File: config.mk
export PLATFORM = sky130hd
export DESIGN_NAME = six_band_tone_stack_eq_unit
export DESIGN_NICKNAME = d
export VERILOG_FILES = /design/src/rtl/core/sbeq_pkg.sv /design/src/rtl/core/sbeq_seq.sv /design/src/rtl/core/six_band_tone_stack_eq_unit.sv
export SDC_FILE = /design/constraint.sdc
export NUM_CORES = 2
export LEC_CHECK = 0
export ABC_AREA = 1
export BUFFER_PORTS_ARGS = -buffer_cell sky130_fd_sc_hd__buf_2
export CAP_MARGIN = 20
export CORE_ASPECT_RATIO = 0.75
export CORE_MARGIN = 2
export CORE_UTILIZATION = 40
export CTS_CLUSTER_SIZE = 40
export DETAILED_ROUTE_END_ITERATION = 7
export GPL_TIMING_DRIVEN = 1
export HOLD_SLACK_MARGIN = 0.08
export PLACE_DENSITY = 0.64
export SLEW_MARGIN = 30
export SYNTH_ARGS = -nofsm -noshare
export SYNTH_HDL_FRONTEND = slang
export SYNTH_SLANG_ARGS = --single-unit
File: constraint.sdc
create_clock -name clk_i -period 25.5 [get_ports clk_i]
set_input_delay 5.1 -clock clk_i [delete_from_list [all_inputs] [get_ports clk_i]]
set_output_delay 5.1 -clock clk_i [all_outputs]
set_load 0.01 [all_outputs]
File: src/rtl/core/sbeq_pkg.sv
`timescale 1ns / 1ps
// ----------------------------------------------------------------------------
// sbeq_pkg: shared types, constants and coefficient maths
// Control word of the equaliser sequencer, datapath widths, band tables and
// the elaboration-time function that builds the one-pole coefficients.
// ----------------------------------------------------------------------------
package sbeq_pkg;

  localparam int unsigned DEF_SAMPLE_RATE  = 48000;
  localparam int unsigned DEF_SAMPLE_WIDTH = 24;
  localparam int unsigned MIN_RATE         = 44100;

  localparam int unsigned NUM_BANDS = 6;
  localparam int unsigned BAND_W    = 3;
  localparam int unsigned STEP_W    = 3;
  localparam int unsigned LEVEL_W   = 17;
  localparam int unsigned CFG_IDX_W = 3;

  localparam int unsigned STATE_W = 32;
  localparam int unsigned HALF_W  = 30;
  localparam int unsigned HP_W    = 33;
  localparam int unsigned DIFF_W  = 35;
  localparam int unsigned COEF_W  = 24;
  localparam int unsigned MUL_B_W = 25;
  localparam int unsigned PROD_W  = 60;
  localparam int unsigned GAIN_W  = 23;
  localparam int unsigned ACC_W   = 58;
  localparam int unsigned FRAC_SH = 24;

  localparam int unsigned HP_FREQ [NUM_BANDS] = '{30, 300, 120, 1000, 900, 3000};
  localparam int unsigned LP_FREQ [NUM_BANDS] = '{120, 500, 900, 2000, 20000, 20000};
  localparam logic [2:0] LEVEL_MAP [NUM_BANDS] = '{3'd0, 3'd3, 3'd1, 3'd4, 3'd2, 3'd5};
  localparam logic [4:0] GAIN_MUL  [NUM_BANDS] = '{5'd8, 5'd4, 5'd4, 5'd4, 5'd8, 5'd24};
  localparam logic [3:0] GAIN_OFF  [NUM_BANDS] = '{4'd0, 4'd0, 4'd2, 4'd0, 4'd2, 4'd12};
  localparam logic [LEVEL_W-1:0] LEVEL_RESET [NUM_BANDS] =
    '{17'd32768, 17'd32768, 17'd32768, 17'd0, 17'd0, 17'd0};

  typedef enum logic [1:0] {
    MUL_NONE,
    MUL_HP,
    MUL_LP,
    MUL_GAIN
  } mul_sel_e;

  typedef enum logic [1:0] {
    UPD_NONE,
    UPD_HP,
    UPD_LP
  } upd_sel_e;

  typedef struct packed {
    mul_sel_e          mul_sel;
    upd_sel_e          upd_sel;
    logic              acc_add;
    logic              band_inc;
    logic              jmp;
    logic [STEP_W-1:0] target;
    logic              fin;
  } ctrl_t;

  localparam logic [63:0] Q56_ONE  = 64'h0100_0000_0000_0000;
  localparam logic [63:0] TWO_PI56 = 64'h0648_7ED5_110B_4612;

  function automatic logic [63:0] udiv64(input logic [63:0] num, input logic [63:0] den);
    logic [64:0] rem;
    logic [63:0] quo;
    rem = '0;
    quo = '0;
    for (int i = 63; i >= 0; i--) begin
      rem = {rem[63:0], num[i]};
      if (rem >= {1'b0, den}) begin
        rem    = rem - {1'b0, den};
        quo[i] = 1'b1;
      end
    end
    return quo;
  endfunction

  function automatic logic [63:0] mul_q56(input logic [63:0] a, input logic [63:0] b);
    logic [63:0] ah, al, bh, bl, mid;
    ah  = a >> 28;
    al  = a & 64'h0FFF_FFFF;
    bh  = b >> 28;
    bl  = b & 64'h0FFF_FFFF;
    mid = ah * bl + al * bh + ((al * bl) >> 28);
    return ah * bh + (mid >> 28);
  endfunction

  // Q0.24 value of 1 - exp(-2*pi*f/rate), alternating series in Q56
  function automatic logic [COEF_W-1:0] make_coef(input int unsigned f,
                                                  input int unsigned rate);
    logic [63:0] q, r, x, t;
    logic signed [63:0] s, c;
    q = udiv64(TWO_PI56, 64'(rate));
    r = TWO_PI56 - q * 64'(rate);
    x = q * 64'(f) + udiv64(r * 64'(f), 64'(rate));
    t = Q56_ONE;
    s = $signed(Q56_ONE);
    for (int n = 1; n <= 64; n++) begin
      t = udiv64(mul_q56(t, x), 64'(n));
      if (n % 2 == 1) begin
        s = s - $signed(t);
      end else begin
        s = s + $signed(t);
      end
    end
    c = $signed(Q56_ONE) - s;
    if (c < 0) begin
      c = '0;
    end
    c = c + 64'sh8000_0000;
    return c[55:32];
  endfunction

endpackage

File: src/rtl/core/sbeq_seq.sv
`timescale 1ns / 1ps
// ----------------------------------------------------------------------------
// sbeq_seq: microprogram sequencer
// Step counter, band counter and program table. Each step issues one control
// word to the datapath; the last band step jumps back until all bands are done.
// ----------------------------------------------------------------------------
module sbeq_seq (
  input  logic                        clk_i,
  input  logic                        rst_ni,
  input  logic                        start_i,
  input  logic                        clear_i,
  input  logic                        stall_i,
  output logic                        busy_o,
  output logic [sbeq_pkg::BAND_W-1:0] band_o,
  output sbeq_pkg::ctrl_t             ctrl_o
);

  localparam logic [sbeq_pkg::STEP_W-1:0] STEP_HP_MUL = 3'd0;
  localparam logic [sbeq_pkg::STEP_W-1:0] STEP_HP_UPD = 3'd1;
  localparam logic [sbeq_pkg::STEP_W-1:0] STEP_LP_MUL = 3'd2;
  localparam logic [sbeq_pkg::STEP_W-1:0] STEP_LP_UPD = 3'd3;
  localparam logic [sbeq_pkg::STEP_W-1:0] STEP_GN_MUL = 3'd4;
  localparam logic [sbeq_pkg::STEP_W-1:0] STEP_ACC    = 3'd5;
  localparam logic [sbeq_pkg::STEP_W-1:0] STEP_OUT    = 3'd6;
  localparam logic [sbeq_pkg::BAND_W-1:0] LAST_BAND   =
    sbeq_pkg::BAND_W'(sbeq_pkg::NUM_BANDS - 1);

  function automatic sbeq_pkg::ctrl_t rom(input logic [sbeq_pkg::STEP_W-1:0] pc);
    sbeq_pkg::ctrl_t w;
    w = '{mul_sel: sbeq_pkg::MUL_NONE, upd_sel: sbeq_pkg::UPD_NONE, acc_add: 1'b0,
          band_inc: 1'b0, jmp: 1'b0, target: STEP_HP_MUL, fin: 1'b0};
    case (pc)
      STEP_HP_MUL: begin
        w.mul_sel = sbeq_pkg::MUL_HP;
        w.acc_add = 1'b1;
      end
      STEP_HP_UPD: w.upd_sel = sbeq_pkg::UPD_HP;
      STEP_LP_MUL: w.mul_sel = sbeq_pkg::MUL_LP;
      STEP_LP_UPD: w.upd_sel = sbeq_pkg::UPD_LP;
      STEP_GN_MUL: begin
        w.mul_sel  = sbeq_pkg::MUL_GAIN;
        w.band_inc = 1'b1;
        w.jmp      = 1'b1;
        w.target   = STEP_HP_MUL;
      end
      STEP_ACC:    w.acc_add = 1'b1;
      STEP_OUT:    w.fin = 1'b1;
      default:     w.fin = 1'b1;
    endcase
    return w;
  endfunction

  logic [sbeq_pkg::STEP_W-1:0] pc_q, pc_d;
  logic [sbeq_pkg::BAND_W-1:0] band_q, band_d;
  logic                        busy_q, busy_d;
  sbeq_pkg::ctrl_t             word;

  assign word   = rom(pc_q);
  assign busy_o = busy_q;
  assign band_o = band_q;

  always_comb begin
    ctrl_o = word;
    if (!busy_q) begin
      ctrl_o = '{mul_sel: sbeq_pkg::MUL_NONE, upd_sel: sbeq_pkg::UPD_NONE,
                 acc_add: 1'b0, band_inc: 1'b0, jmp: 1'b0, target: STEP_HP_MUL,
                 fin: 1'b0};
    end
  end

  always_comb begin
    pc_d   = pc_q;
    band_d = band_q;
    busy_d = busy_q;
    if (!busy_q) begin
      if (start_i) begin
        busy_d = 1'b1;
        band_d = '0;
        pc_d   = clear_i ? STEP_OUT : STEP_HP_MUL;
      end
    end else if (word.fin) begin
      if (!stall_i) begin
        busy_d = 1'b0;
      end
    end else begin
      pc_d = pc_q + 1'b1;
      if (word.jmp && band_q != LAST_BAND) begin
        pc_d = word.target;
      end
      if (word.band_inc) begin
        band_d = (band_q == LAST_BAND) ? '0 : band_q + 1'b1;
      end
    end
  end

  always_ff @(posedge clk_i or negedge rst_ni) begin
    if (!rst_ni) begin
      pc_q   <= STEP_HP_MUL;
      band_q <= '0;
      busy_q <= 1'b0;
    end else begin
      pc_q   <= pc_d;
      band_q <= band_d;
      busy_q <= busy_d;
    end
  end

endmodule

File: src/rtl/core/six_band_tone_stack_eq_unit.sv
`timescale 1ns / 1ps
// ----------------------------------------------------------------------------
// six_band_tone_stack_eq_unit: six-band graphic equaliser
// Halved sample through six parallel one-pole band-pass filters, weighted by
// level registers and mixed back with the dry path, rounded and saturated.
// ----------------------------------------------------------------------------
// A sample request runs five sequencer steps per band for six bands on one
// shared 35x25 multiplier, then one accumulate and one output step; a clear
// request takes one step. A new request is taken whenever the
// sequencer is idle, even while the previous result waits in the output
// register. Level registers are written through the cfg port (index 0..5,
// other indexes dropped) and should be written only while the block is idle.
module six_band_tone_stack_eq_unit #(
  parameter int unsigned SAMPLE_RATE  = sbeq_pkg::DEF_SAMPLE_RATE,
  parameter int unsigned SAMPLE_WIDTH = sbeq_pkg::DEF_SAMPLE_WIDTH
) (
  input  logic                                   clk_i,
  input  logic                                   rst_ni,
  input  logic                                   s_axis_tvalid,
  output logic                                   s_axis_tready,
  input  logic [((SAMPLE_WIDTH+7)/8)*8-1:0]      s_axis_tdata,  // sample_in
  input  logic                                   s_axis_tuser,  // op
  output logic                                   m_axis_tvalid,
  input  logic                                   m_axis_tready,
  output logic [((SAMPLE_WIDTH+7)/8)*8-1:0]      m_axis_tdata,  // sample_out
  input  logic                                   cfg_valid_i,
  output logic                                   cfg_ready_o,
  input  logic [sbeq_pkg::CFG_IDX_W-1:0]         cfg_index_i,
  input  logic [sbeq_pkg::LEVEL_W-1:0]           cfg_data_i
);

  localparam int unsigned W      = SAMPLE_WIDTH;
  localparam int unsigned DATA_W = ((SAMPLE_WIDTH + 7) / 8) * 8;
  localparam int unsigned RATE   = (SAMPLE_RATE < sbeq_pkg::MIN_RATE) ?
                                   sbeq_pkg::MIN_RATE : SAMPLE_RATE;
  localparam int unsigned OUT_SH = 47 - SAMPLE_WIDTH;
  localparam int unsigned SHW    = sbeq_pkg::ACC_W - OUT_SH;
  localparam int unsigned NB     = sbeq_pkg::NUM_BANDS;
  localparam int unsigned SW     = sbeq_pkg::STATE_W;

  // ---------------------------------------------------------------- tables
  logic [sbeq_pkg::COEF_W-1:0] coef_hp_tab [NB];
  logic [sbeq_pkg::COEF_W-1:0] coef_lp_tab [NB];

  for (genvar g = 0; g < NB; g++) begin : g_coef
    localparam logic [sbeq_pkg::COEF_W-1:0] CHP =
      sbeq_pkg::make_coef(sbeq_pkg::HP_FREQ[g], RATE);
    localparam logic [sbeq_pkg::COEF_W-1:0] CLP =
      sbeq_pkg::make_coef(sbeq_pkg::LP_FREQ[g], RATE);
    assign coef_hp_tab[g] = CHP;
    assign coef_lp_tab[g] = CLP;
  end

  // ------------------------------------------------------------- handshake
  logic                          busy, in_acc, stall, op_clear;
  logic [sbeq_pkg::BAND_W-1:0]   band;
  sbeq_pkg::ctrl_t               ctrl;

  assign s_axis_tready = !busy;
  assign in_acc        = s_axis_tvalid && !busy;
  assign op_clear      = s_axis_tuser;
  assign cfg_ready_o   = 1'b1;

  logic m_valid_q;
  logic [W-1:0] m_data_q;
  assign stall         = m_valid_q && !m_axis_tready;
  assign m_axis_tvalid = m_valid_q;
  assign m_axis_tdata  = DATA_W'(m_data_q);

  sbeq_seq u_seq (
    .clk_i   (clk_i),
    .rst_ni  (rst_ni),
    .start_i (in_acc),
    .clear_i (op_clear),
    .stall_i (stall),
    .busy_o  (busy),
    .band_o  (band),
    .ctrl_o  (ctrl)
  );

  // ---------------------------------------------------------- input scaling
  logic signed [W-1:0]                 sx;
  logic signed [sbeq_pkg::HALF_W-1:0]  half_calc;

  assign sx = $signed(s_axis_tdata[W-1:0]);

  if (SAMPLE_WIDTH <= 29) begin : g_half_shl
    assign half_calc = sbeq_pkg::HALF_W'(sx) <<< (29 - SAMPLE_WIDTH);
  end else begin : g_half_rnd
    localparam int unsigned RSH = SAMPLE_WIDTH - 29;
    logic signed [W:0] sx_rnd;
    assign sx_rnd    = (W+1)'(sx) + (W+1)'(1 << (RSH - 1));
    assign half_calc = sbeq_pkg::HALF_W'(sx_rnd >>> RSH);
  end

  // --------------------------------------------------------------- datapath
  logic        [sbeq_pkg::LEVEL_W-1:0] level_q [NB];
  logic signed [SW-1:0]                st_q    [2*NB];
  logic signed [sbeq_pkg::HALF_W-1:0]  half_q;
  logic signed [sbeq_pkg::HP_W-1:0]    hp_q;
  logic signed [sbeq_pkg::PROD_W-1:0]  prod_q, prod_d;
  logic signed [sbeq_pkg::ACC_W-1:0]   acc_q;
  logic signed [sbeq_pkg::GAIN_W-1:0]  gain_q, gain_d;

  logic signed [sbeq_pkg::DIFF_W-1:0]  mul_a;
  logic signed [sbeq_pkg::MUL_B_W-1:0] mul_b;
  logic        [21:0]                  gain_raw;
  logic        [sbeq_pkg::LEVEL_W-1:0] level_sel;

  always_comb begin
    level_sel = level_q[sbeq_pkg::LEVEL_MAP[band]];
    gain_raw  = 22'(level_sel) * 22'(sbeq_pkg::GAIN_MUL[band]);
    gain_d    = $signed(sbeq_pkg::GAIN_W'(gain_raw)
                - (sbeq_pkg::GAIN_W'(sbeq_pkg::GAIN_OFF[band]) << 16));
  end

  always_comb begin
    mul_a = '0;
    mul_b = '0;
    case (ctrl.mul_sel)
      sbeq_pkg::MUL_HP: begin
        mul_a = sbeq_pkg::DIFF_W'(half_q) - sbeq_pkg::DIFF_W'(st_q[0]);
        mul_b = $signed({1'b0, coef_hp_tab[band]});
      end
      sbeq_pkg::MUL_LP: begin
        mul_a = sbeq_pkg::DIFF_W'(hp_q) - sbeq_pkg::DIFF_W'(st_q[1]);
        mul_b = $signed({1'b0, coef_lp_tab[band]});
      end
      sbeq_pkg::MUL_GAIN: begin
        mul_a = sbeq_pkg::DIFF_W'(st_q[1]);
        mul_b = sbeq_pkg::MUL_B_W'(gain_q);
      end
      default: begin
        mul_a = '0;
        mul_b = '0;
      end
    endcase
    prod_d = (ctrl.mul_sel == sbeq_pkg::MUL_NONE) ? prod_q : mul_a * mul_b;
  end

  // pole update: p + round(prod / 2^24), saturated to the state width
  localparam int unsigned DW = sbeq_pkg::PROD_W - sbeq_pkg::FRAC_SH;
  logic signed [sbeq_pkg::PROD_W-1:0] prod_rnd;
  logic signed [DW-1:0]               delta;
  logic signed [DW:0]                 p_sum;
  logic signed [SW-1:0]               p_cur, p_new;
  logic signed [sbeq_pkg::HP_W-1:0]   hp_new;

  always_comb begin
    prod_rnd = prod_q + (sbeq_pkg::PROD_W'(1) <<< (sbeq_pkg::FRAC_SH - 1));
    delta    = prod_rnd[sbeq_pkg::PROD_W-1:sbeq_pkg::FRAC_SH];
    p_cur    = (ctrl.upd_sel == sbeq_pkg::UPD_HP) ? st_q[0] : st_q[1];
    p_sum    = (DW+1)'(p_cur) + (DW+1)'(delta);
    if ((&p_sum[DW:SW-1]) || !(|p_sum[DW:SW-1])) begin
      p_new = p_sum[SW-1:0];
    end else if (p_sum[DW]) begin
      p_new = {1'b1, {(SW-1){1'b0}}};
    end else begin
      p_new = {1'b0, {(SW-1){1'b1}}};
    end
    hp_new = sbeq_pkg::HP_W'(half_q) - sbeq_pkg::HP_W'(p_new);
  end

  // output rounding and saturation
  logic signed [sbeq_pkg::ACC_W-1:0] acc_rnd;
  logic signed [SHW-1:0]             y_wide;
  logic        [W-1:0]               y;

  always_comb begin
    acc_rnd = acc_q + (sbeq_pkg::ACC_W'(1) <<< (OUT_SH - 1));
    y_wide  = acc_rnd[sbeq_pkg::ACC_W-1:OUT_SH];
    if ((&y_wide[SHW-1:W-1]) || !(|y_wide[SHW-1:W-1])) begin
      y = y_wide[W-1:0];
    end else if (y_wide[SHW-1]) begin
      y = {1'b1, {(W-1){1'b0}}};
    end else begin
      y = {1'b0, {(W-1){1'b1}}};
    end
  end

  // -------------------------------------------------------------- registers
  always_ff @(posedge clk_i or negedge rst_ni) begin
    if (!rst_ni) begin
      for (int i = 0; i < NB; i++) begin
        level_q[i] <= sbeq_pkg::LEVEL_RESET[i];
      end
    end else if (cfg_valid_i && cfg_index_i < sbeq_pkg::CFG_IDX_W'(NB)) begin
      level_q[cfg_index_i] <= cfg_data_i;
    end
  end

  always_ff @(posedge clk_i or negedge rst_ni) begin
    if (!rst_ni) begin
      for (int i = 0; i < 2*NB; i++) begin
        st_q[i] <= '0;
      end
    end else if (in_acc && op_clear) begin
      for (int i = 0; i < 2*NB; i++) begin
        st_q[i] <= '0;
      end
    end else if (ctrl.upd_sel == sbeq_pkg::UPD_HP) begin
      st_q[0] <= p_new;
    end else if (ctrl.upd_sel == sbeq_pkg::UPD_LP) begin
      st_q[1] <= p_new;
    end else if (ctrl.band_inc) begin
      // rotate so the next band's pair sits at the front
      for (int i = 0; i < 2*NB - 2; i++) begin
        st_q[i] <= st_q[i+2];
      end
      st_q[2*NB-2] <= st_q[0];
      st_q[2*NB-1] <= st_q[1];
    end
  end

  always_ff @(posedge clk_i) begin
    gain_q <= gain_d;
    if (in_acc) begin
      half_q <= half_calc;
      prod_q <= '0;
      acc_q  <= op_clear ? '0 : sbeq_pkg::ACC_W'(half_calc) <<< 16;
    end else begin
      prod_q <= prod_d;
      if (ctrl.acc_add) begin
        acc_q <= acc_q + sbeq_pkg::ACC_W'(prod_q);
      end
    end
    if (ctrl.upd_sel == sbeq_pkg::UPD_HP) begin
      hp_q <= hp_new;
    end
    if (ctrl.fin && !stall) begin
      m_data_q <= y;
    end
  end

  always_ff @(posedge clk_i or negedge rst_ni) begin
    if (!rst_ni) begin
      m_valid_q <= 1'b0;
    end else if (ctrl.fin && !stall) begin
      m_valid_q <= 1'b1;
    end else if (m_axis_tready) begin
      m_valid_q <= 1'b0;
    end
  end

endmodule

# Yosys cells after proc, flatten, opt, wreduce, memory -nomap -nowiden
# Memories as Yosys holds them, arrays and structs flattened.
# Cells that the tools add are included.
[word_totals]
regBits = 716
rom_bits = 480
inputBits = 50
out_inout_bits = 27
word_cells = 158
mem_count = 5
[mem_list]
columns = ["name", "words", "word_bits", "read_ports", "rd_clocked_by_memory_dff", "wr", "line", "source"]
rows = [
  ["(name not given)", 8, 24, 1, 0, 0, "six_band_tone_stack_eq_unit.sv:127", "mul_b = $signed({1'b0, coef_lp_tab[band]});"],
  ["(name not given)", 8, 24, 1, 0, 0, "six_band_tone_stack_eq_unit.sv:123", "mul_b = $signed({1'b0, coef_hp_tab[band]});"],
  ["(name not given)", 8, 5, 1, 0, 0, "six_band_tone_stack_eq_unit.sv:112", "gain_raw = 22'(level_sel) * 22'(sbeq_pkg::GAIN_MUL[band]);"],
  ["(name not given)", 8, 4, 1, 0, 0, "six_band_tone_stack_eq_unit.sv:114", "- (sbeq_pkg::GAIN_W'(sbeq_pkg::GAIN_OFF[band]) << 16));"],
  ["(name not given)", 8, 3, 1, 0, 0, "six_band_tone_stack_eq_unit.sv:111", "level_sel = level_q[sbeq_pkg::LEVEL_MAP[band]];"],
]
[op_classes]
addsub = 10
mul = 2
magnitude_cmp = 5
n_eq_ne = 17
n_mux = 55
n_bitwise = 3
reduce_logical = 33
[op_table]
columns = ["operator", "count"]
rows = [
  ["384-bit two-way mux", 2],
  ["352-bit two-way mux", 1],
  ["320-bit two-way mux", 1],
  ["32-bit two-way mux", 6],
  ["58-bit two-way mux", 3],
  ["24-bit two-way mux", 6],
  ["35-bit case mux with 3 select lines", 1],
  ["102-bit bitwise mux", 1],
  ["25-bit case mux with 3 select lines", 1],
  ["29-bit by 32-bit subtractor with 33-bit output", 2],
  ["60-bit by 25-bit adder with 60-bit output, second input constant", 1],
  ["35-bit by 25-bit multiplier with 60-bit output", 1],
  ["58-bit by 24-bit adder with 58-bit output, second input constant", 1],
  ["58-bit adder", 1],
  ["17-bit binary-select mux with 3-bit select", 1],
  ["17-bit demux with 3-bit select", 1],
  ["17-bit two-way mux", 3],
  ["32-bit by 36-bit adder with 37-bit output", 1],
  ["3-bit two-way mux", 12],
  ["33-bit by 32-bit subtractor with 34-bit output", 1],
  ["22-bit by 20-bit subtractor with 23-bit output", 1],
  ["17-bit by 5-bit multiplier with 22-bit output", 1],
  ["5-bit two-way mux", 3],
  ["4-bit >= comparator, second input constant", 3],
  ["other kinds (31)", 70],
]

# Logic depth before layout (Yosys ltp)
[depth]
word_depth = 14
mapped_depth = 55
ltp_nobuf = 54

# Hierarchy
# A second synthesis with hierarchy kept.
[unflattened]
hier_cells = 9605
area_unflattened_um2 = 74615.3
[modules_own_cells]
columns = ["mod", "instances", "cells_each", "area_per_inst_um2", "seq_area_each_um2"]
rows = [
  ["six_band_tone_stack_eq_unit", 1, 9521, 73998.5, 17986.0],
  ["sbeq_seq", 1, 84, 616.8, 175.2],
]

# Worst setup path after synthesis
# Ideal clock, no wire load.
[synth_path]
path_type = "reg2reg"
from = "reg st_q[320] in the netlist's numbering"
to = "reg prod_q[55] in the netlist's numbering"
setup_ns = 0.109
arrival_time_ns = 8.698
required_ns = 25.391
path_slack_ns = 16.693
stages_incl_launch_ff = 50
n_path_buf = 1
synth_period_minus_slack_ns = 8.807
path_cell_list = "dfrtp_1 ha_1 fa_1 inv_1 nand3_1 nand2_1 inv_1 nor2_1 nor2_1 nor2_1 o21ai_0 nand2_1 nand2_1 a21oi_1 nand2_1 o21ai_1 a21oi_1 or2_2 [14 not listed] fa_1 inv_1 ha_1 nand2_1 nor2_1 inv_1 nor2_1 inv_1 o21ai_0 o21bai_1 a21boi_0 o21ai_0 a21oi_1 o21ai_0 and2_1 o21ai_0 nand2_1 inv_1"
[synth_via]
elab_chain_len = 3
[synth_lines]
columns = ["element", "line", "source"]
rows = [
  ["start: declaration", "six_band_tone_stack_eq_unit.sv:98", "logic signed [SW-1:0] st_q [2*NB];"],
  ["start signal: indexed assignment", "six_band_tone_stack_eq_unit.sv:208", "st_q[i] <= st_q[i+2];"],
  ["start signal: indexed assignment", "six_band_tone_stack_eq_unit.sv:210", "st_q[2*NB-2] <= st_q[0];"],
  ["start signal: indexed assignment", "six_band_tone_stack_eq_unit.sv:211", "st_q[2*NB-1] <= st_q[1];"],
  ["33-bit by 32-bit subtractor with 34-bit output", "six_band_tone_stack_eq_unit.sv:126", "mul_a = sbeq_pkg::DIFF_W'(hp_q) - sbeq_pkg::DIFF_W'(st_q[1]);"],
  ["35-bit case mux with 3 select lines *", "six_band_tone_stack_eq_unit.sv:120", "case (ctrl.mul_sel)"],
  ["35-bit by 25-bit multiplier with 60-bit output *", "six_band_tone_stack_eq_unit.sv:138", "prod_d = (ctrl.mul_sel == sbeq_pkg::MUL_NONE) ? prod_q : mul_a * mul_b;"],
  ["end signal: assignment", "six_band_tone_stack_eq_unit.sv:222", "prod_q <= prod_d;"],
  ["end: declaration", "six_band_tone_stack_eq_unit.sv:101", "logic signed [sbeq_pkg::PROD_W-1:0] prod_q, prod_d;"],
]
# Mark *: on every way between the ends. The rest lies on a longest branch, timed or not.
# A chain may end at the register's enable or synchronous reset.

# Worst setup path after layout
[layout_path]
from = "reg st_q[352] in the netlist's numbering"
to = "reg prod_q[47] in the netlist's numbering"
[layout_via]
elab_chain_len = 3
[layout_lines]
columns = ["element", "line", "source"]
rows = [
  ["29-bit by 32-bit subtractor with 33-bit output", "six_band_tone_stack_eq_unit.sv:122", "mul_a = sbeq_pkg::DIFF_W'(half_q) - sbeq_pkg::DIFF_W'(st_q[0]);"],
  ["35-bit case mux with 3 select lines", "six_band_tone_stack_eq_unit.sv:120", ""],
  ["35-bit by 25-bit multiplier with 60-bit output", "six_band_tone_stack_eq_unit.sv:138", ""],
]
# Every way passes these cells.

==> impl_metrics.py <==
metrics = {
    "outcome": {
        "status": "finished, final reports clean",
    },
    "sta": {
        "period_needed_ps": 11650,
        "rsz0062_at_grt": "no",
        "max_freq_ghz": 0.08586,
        "setup_viol": 0,
        "tightest_slew_ps": 1136,
        "period_share_pct": 45.67,
        "slew_viol_final": 0,
        "relSlewSlack_pct": 23.45,
        "finClkSkew_ps": 53.27,
        "finalSetupTns_ps": 0,
        "report.final.hold_viol_count": 0,
    },
    "yosys": {
        "synth_area_per_cell_sq_um": 7.888,
        "synth_seq_cells": 714,
        "synth_top_area_share_pct": 23.96,
        "async_reset_ff_share_pct": 69.19,
        "syn_nets": 10675,
        "synth.area.top_cells": "fa_1, dfrtp_1, nand2_1, inv_1, ha_1",
        "syn-instance-count": 9332,
        "yosysTopAreaCell": "fa_1",
        "ys_warn_count": 0,
        "synth_edf_count": 139,
        "ys_seq_area_share_pct": 24.67,
        "ys.flop_type": "dfrtp_1",
        "ys_types": 73,
        "syn_area_sq_um": 73610,
    },
    "setup_path": {
        "crit_start": "st_q[352]$_DFFE_PN0P_",
        "crit_type": "reg -> reg",
        "cp_data_required_time_ps": 26160,
        "critical_path_arrival_ps": 12300,
        "cpMaxStageDelayCell": "inv_1",
        "worstSetupStartpointType": "register",
        "r2r_cells": 43,
        "cpMostUsedCell": "inv_1",
        "ff2ff_setup_slack_ps": 13850,
        "crit_path_max_incr_delay_ps": 980,
        "worstSetupEndpoint": "prod_q[47]$_SDFFE_PP0P_",
        "worstReg2RegStart": "st_q[352]$_DFFE_PN0P_",
        "worst_setup_path_end_kind": "register",
        "cp_max_fo": 16,
        "timing.rr.end": "prod_q[47]$_SDFFE_PP0P_",
    },
    "clock_network": {
        "cts.repair.resized": 0,
        "hold_buffers": 0,
        "clockRootBuffer": "clkbuf_16",
        "cts.sinks": 714,
        "clk_path_buf_depth": 3,
        "cts_tree": "built",
        "clk_latency_ps": 720,
        "post_cts_buffers": 0,
        "htreeDepth": 3,
        "cts_buffers": 84,
        "path_clk_slew_ps": 60,
    },
    "grt": {
        "grt_pass1_wl_mm": 398.9,
        "grt_pass1_vias": 62590,
        "grt_max_degree": 170,
        "antenna_found_initial": 12,
        "grt_overflow": 0,
        "grt_use_total_pct": 27.96,
    },
    "finish": {
        "multi_input_area_sq_um": 46910,
        "drive_gt1_share_pct": 4.577,
        "final_nets": 10584,
        "fillerInstances": 18372,
        "final_common_cell": "nand2_1",
        "register_area_sq_um": 18160,
        "final_cell_mix": "nand2_1, inv_1, fa_1",
        "area_growth_pct": 8.186,
    },
    "floorplan": {
        "fp-row-count": 136,
        "core_area_sq_um": 183100,
        "start_util_pct": 40.20,
        "die_width_um": 499.3,
        "ios": 77,
        "die_h_um": 375.5,
        "dieArea_sq_um": 187500,
    },
    "route": {
        "avgRoutedWirePerCell_um": 22.31,
        "routed_via_density": 5.423,
        "antenna_left": 0,
        "dr.pass1.iters": 6,
        "first_iter_violations": 6836,
        "wl_mm": 261.5,
        "vias": 63576,
        "drcViolationCount": 0,
    },
    "placement": {
        "dpl.hpwl_mm": 203.5,
        "io_buffers": 75,
        "gp_congestion": 1.015,
    },
    "hold_path": {
        "min_path_type": "reg -> reg",
    },
    "flow_run": {
        "cap_violations": 0,
    },
}
[synth_stat cells (all sizes together) (5+ instances only)]
cell type,number
nor3,46
inv,1931
o21ai,751
o31ai,132
a21boi,14
nor2,694
edfxtp,139
dfrtp,491
or2,25
a221oi,10
nor4,23
nand2,2016
xnor2,75
fa,881
a31oi,43
dfxtp,81
nand3b,7
a21oi,471
o21a,41
o21bai,46
o32ai,5
o211ai,44
and3,7
ha,412
a211oi,5
nand4,32
nand3,296
buf,49
a21o,10
o22ai,38
clkinv,7
clkbuf,312
xor2,138
o221ai,30
[registers in the layout (all words and copies together), names as in the netlist]
| signal | count |
|---|---|
| hp_q | 33 |
| u_seq.pc_q | 3 |
| level_q | 102 |
| acc_q | 58 |
| half_q | 24 |
| prod_q | 60 |
| u_seq.busy_o | 1 |
| gain_q | 21 |
| u_seq.band_o | 3 |
| m_axis_tvalid | 1 |
| m_axis_tdata | 24 |
| st_q | 384 |
[cells by family (layout without fill, tap and decap cells)]
group	Yosys count	count (layout)	synth area share, %
compound gates	1659	1659	12.80
buf+inv	2299	2274	11.83
xor+xnor	213	213	2.545
simple gates	3152	3152	17.18
other cells	1	2	0.005095
flops	714	714	24.67
mux	1	1	0.01360
fa+ha+maj	1293	1293	30.96
[through the flow]
stage          util [%]  setup slack, ps  hold WS, ps  cell area, sq um  instances
2_1_floorplan         -            16690        446.5             73610       9332
3_3_place_gp      41.81            14310        458.6             76550      11568
3_5_place_dp      41.84            14240        465.5             76600      11569
4_1_cts           43.47            14200        475.9             79590      11721
5_1_grt           43.49            13200        492.1             79630      11722
6_report          43.49            13850        476.8             79630      11723
[worst max-delay path: cells and delay by family (launching register included)]
kind | cells | cell delay (ps)
and+or+nand+nor | 8 | 1620
DFF | 1 | 380
AOI/OAI and AO/OA | 12 | 2730
buffers and inverters | 13 | 1940
xor gates and xnor gates | 1 | 670
adders and majority gates | 9 | 4200
[how the worst min path moves through the flow]
stage	from	cells past startpoint	endpoint
final	level_q[28]$_DFFE_PN0P_	2	level_q[28]$_DFFE_PN0P_
after global routing	st_q[311]$_DFFE_PN0P_	2	st_q[311]$_DFFE_PN0P_
after CTS	prod_q[0]$_SDFFE_PP0P_	2	prod_q[0]$_SDFFE_PP0P_
after detailed placement	prod_q[0]$_SDFFE_PP0P_	2	prod_q[0]$_SDFFE_PP0P_
after global placement	prod_q[0]$_SDFFE_PP0P_	2	prod_q[0]$_SDFFE_PP0P_
after floorplan	st_q[257]$_DFFE_PN0P_	2	st_q[257]$_DFFE_PN0P_
[layout make-up]
class / instances / area share [%]
clock inverter: 35 / 0.6065
antenna: 1 / 0.003142
timing repair buffer: 184 / 1.592
tap: 2415 / 3.794
sequential: 714 / 22.81
clock buffer: 117 / 3.147
multi-input combinational: 6319 / 58.90
inverter: 1938 / 9.148
[layer usage]
layer / track usage, % / routed length (um) / share of wire (%) / up-vias
met1: 42.72 / 120900 / 46 / 31574
met2: 40.23 / 107900 / 41 / 2848
met3: 5.660 / 25900 / 9.9 / 331
li1: - / - / - / 28815
met5: 0 / 54 / 0.021 / -
met4: 6.655 / 6665 / 2.5 / 8
Power is not shown: default switching activity piles up to over one toggle a cycle in this logic, so the estimate is an artifact.
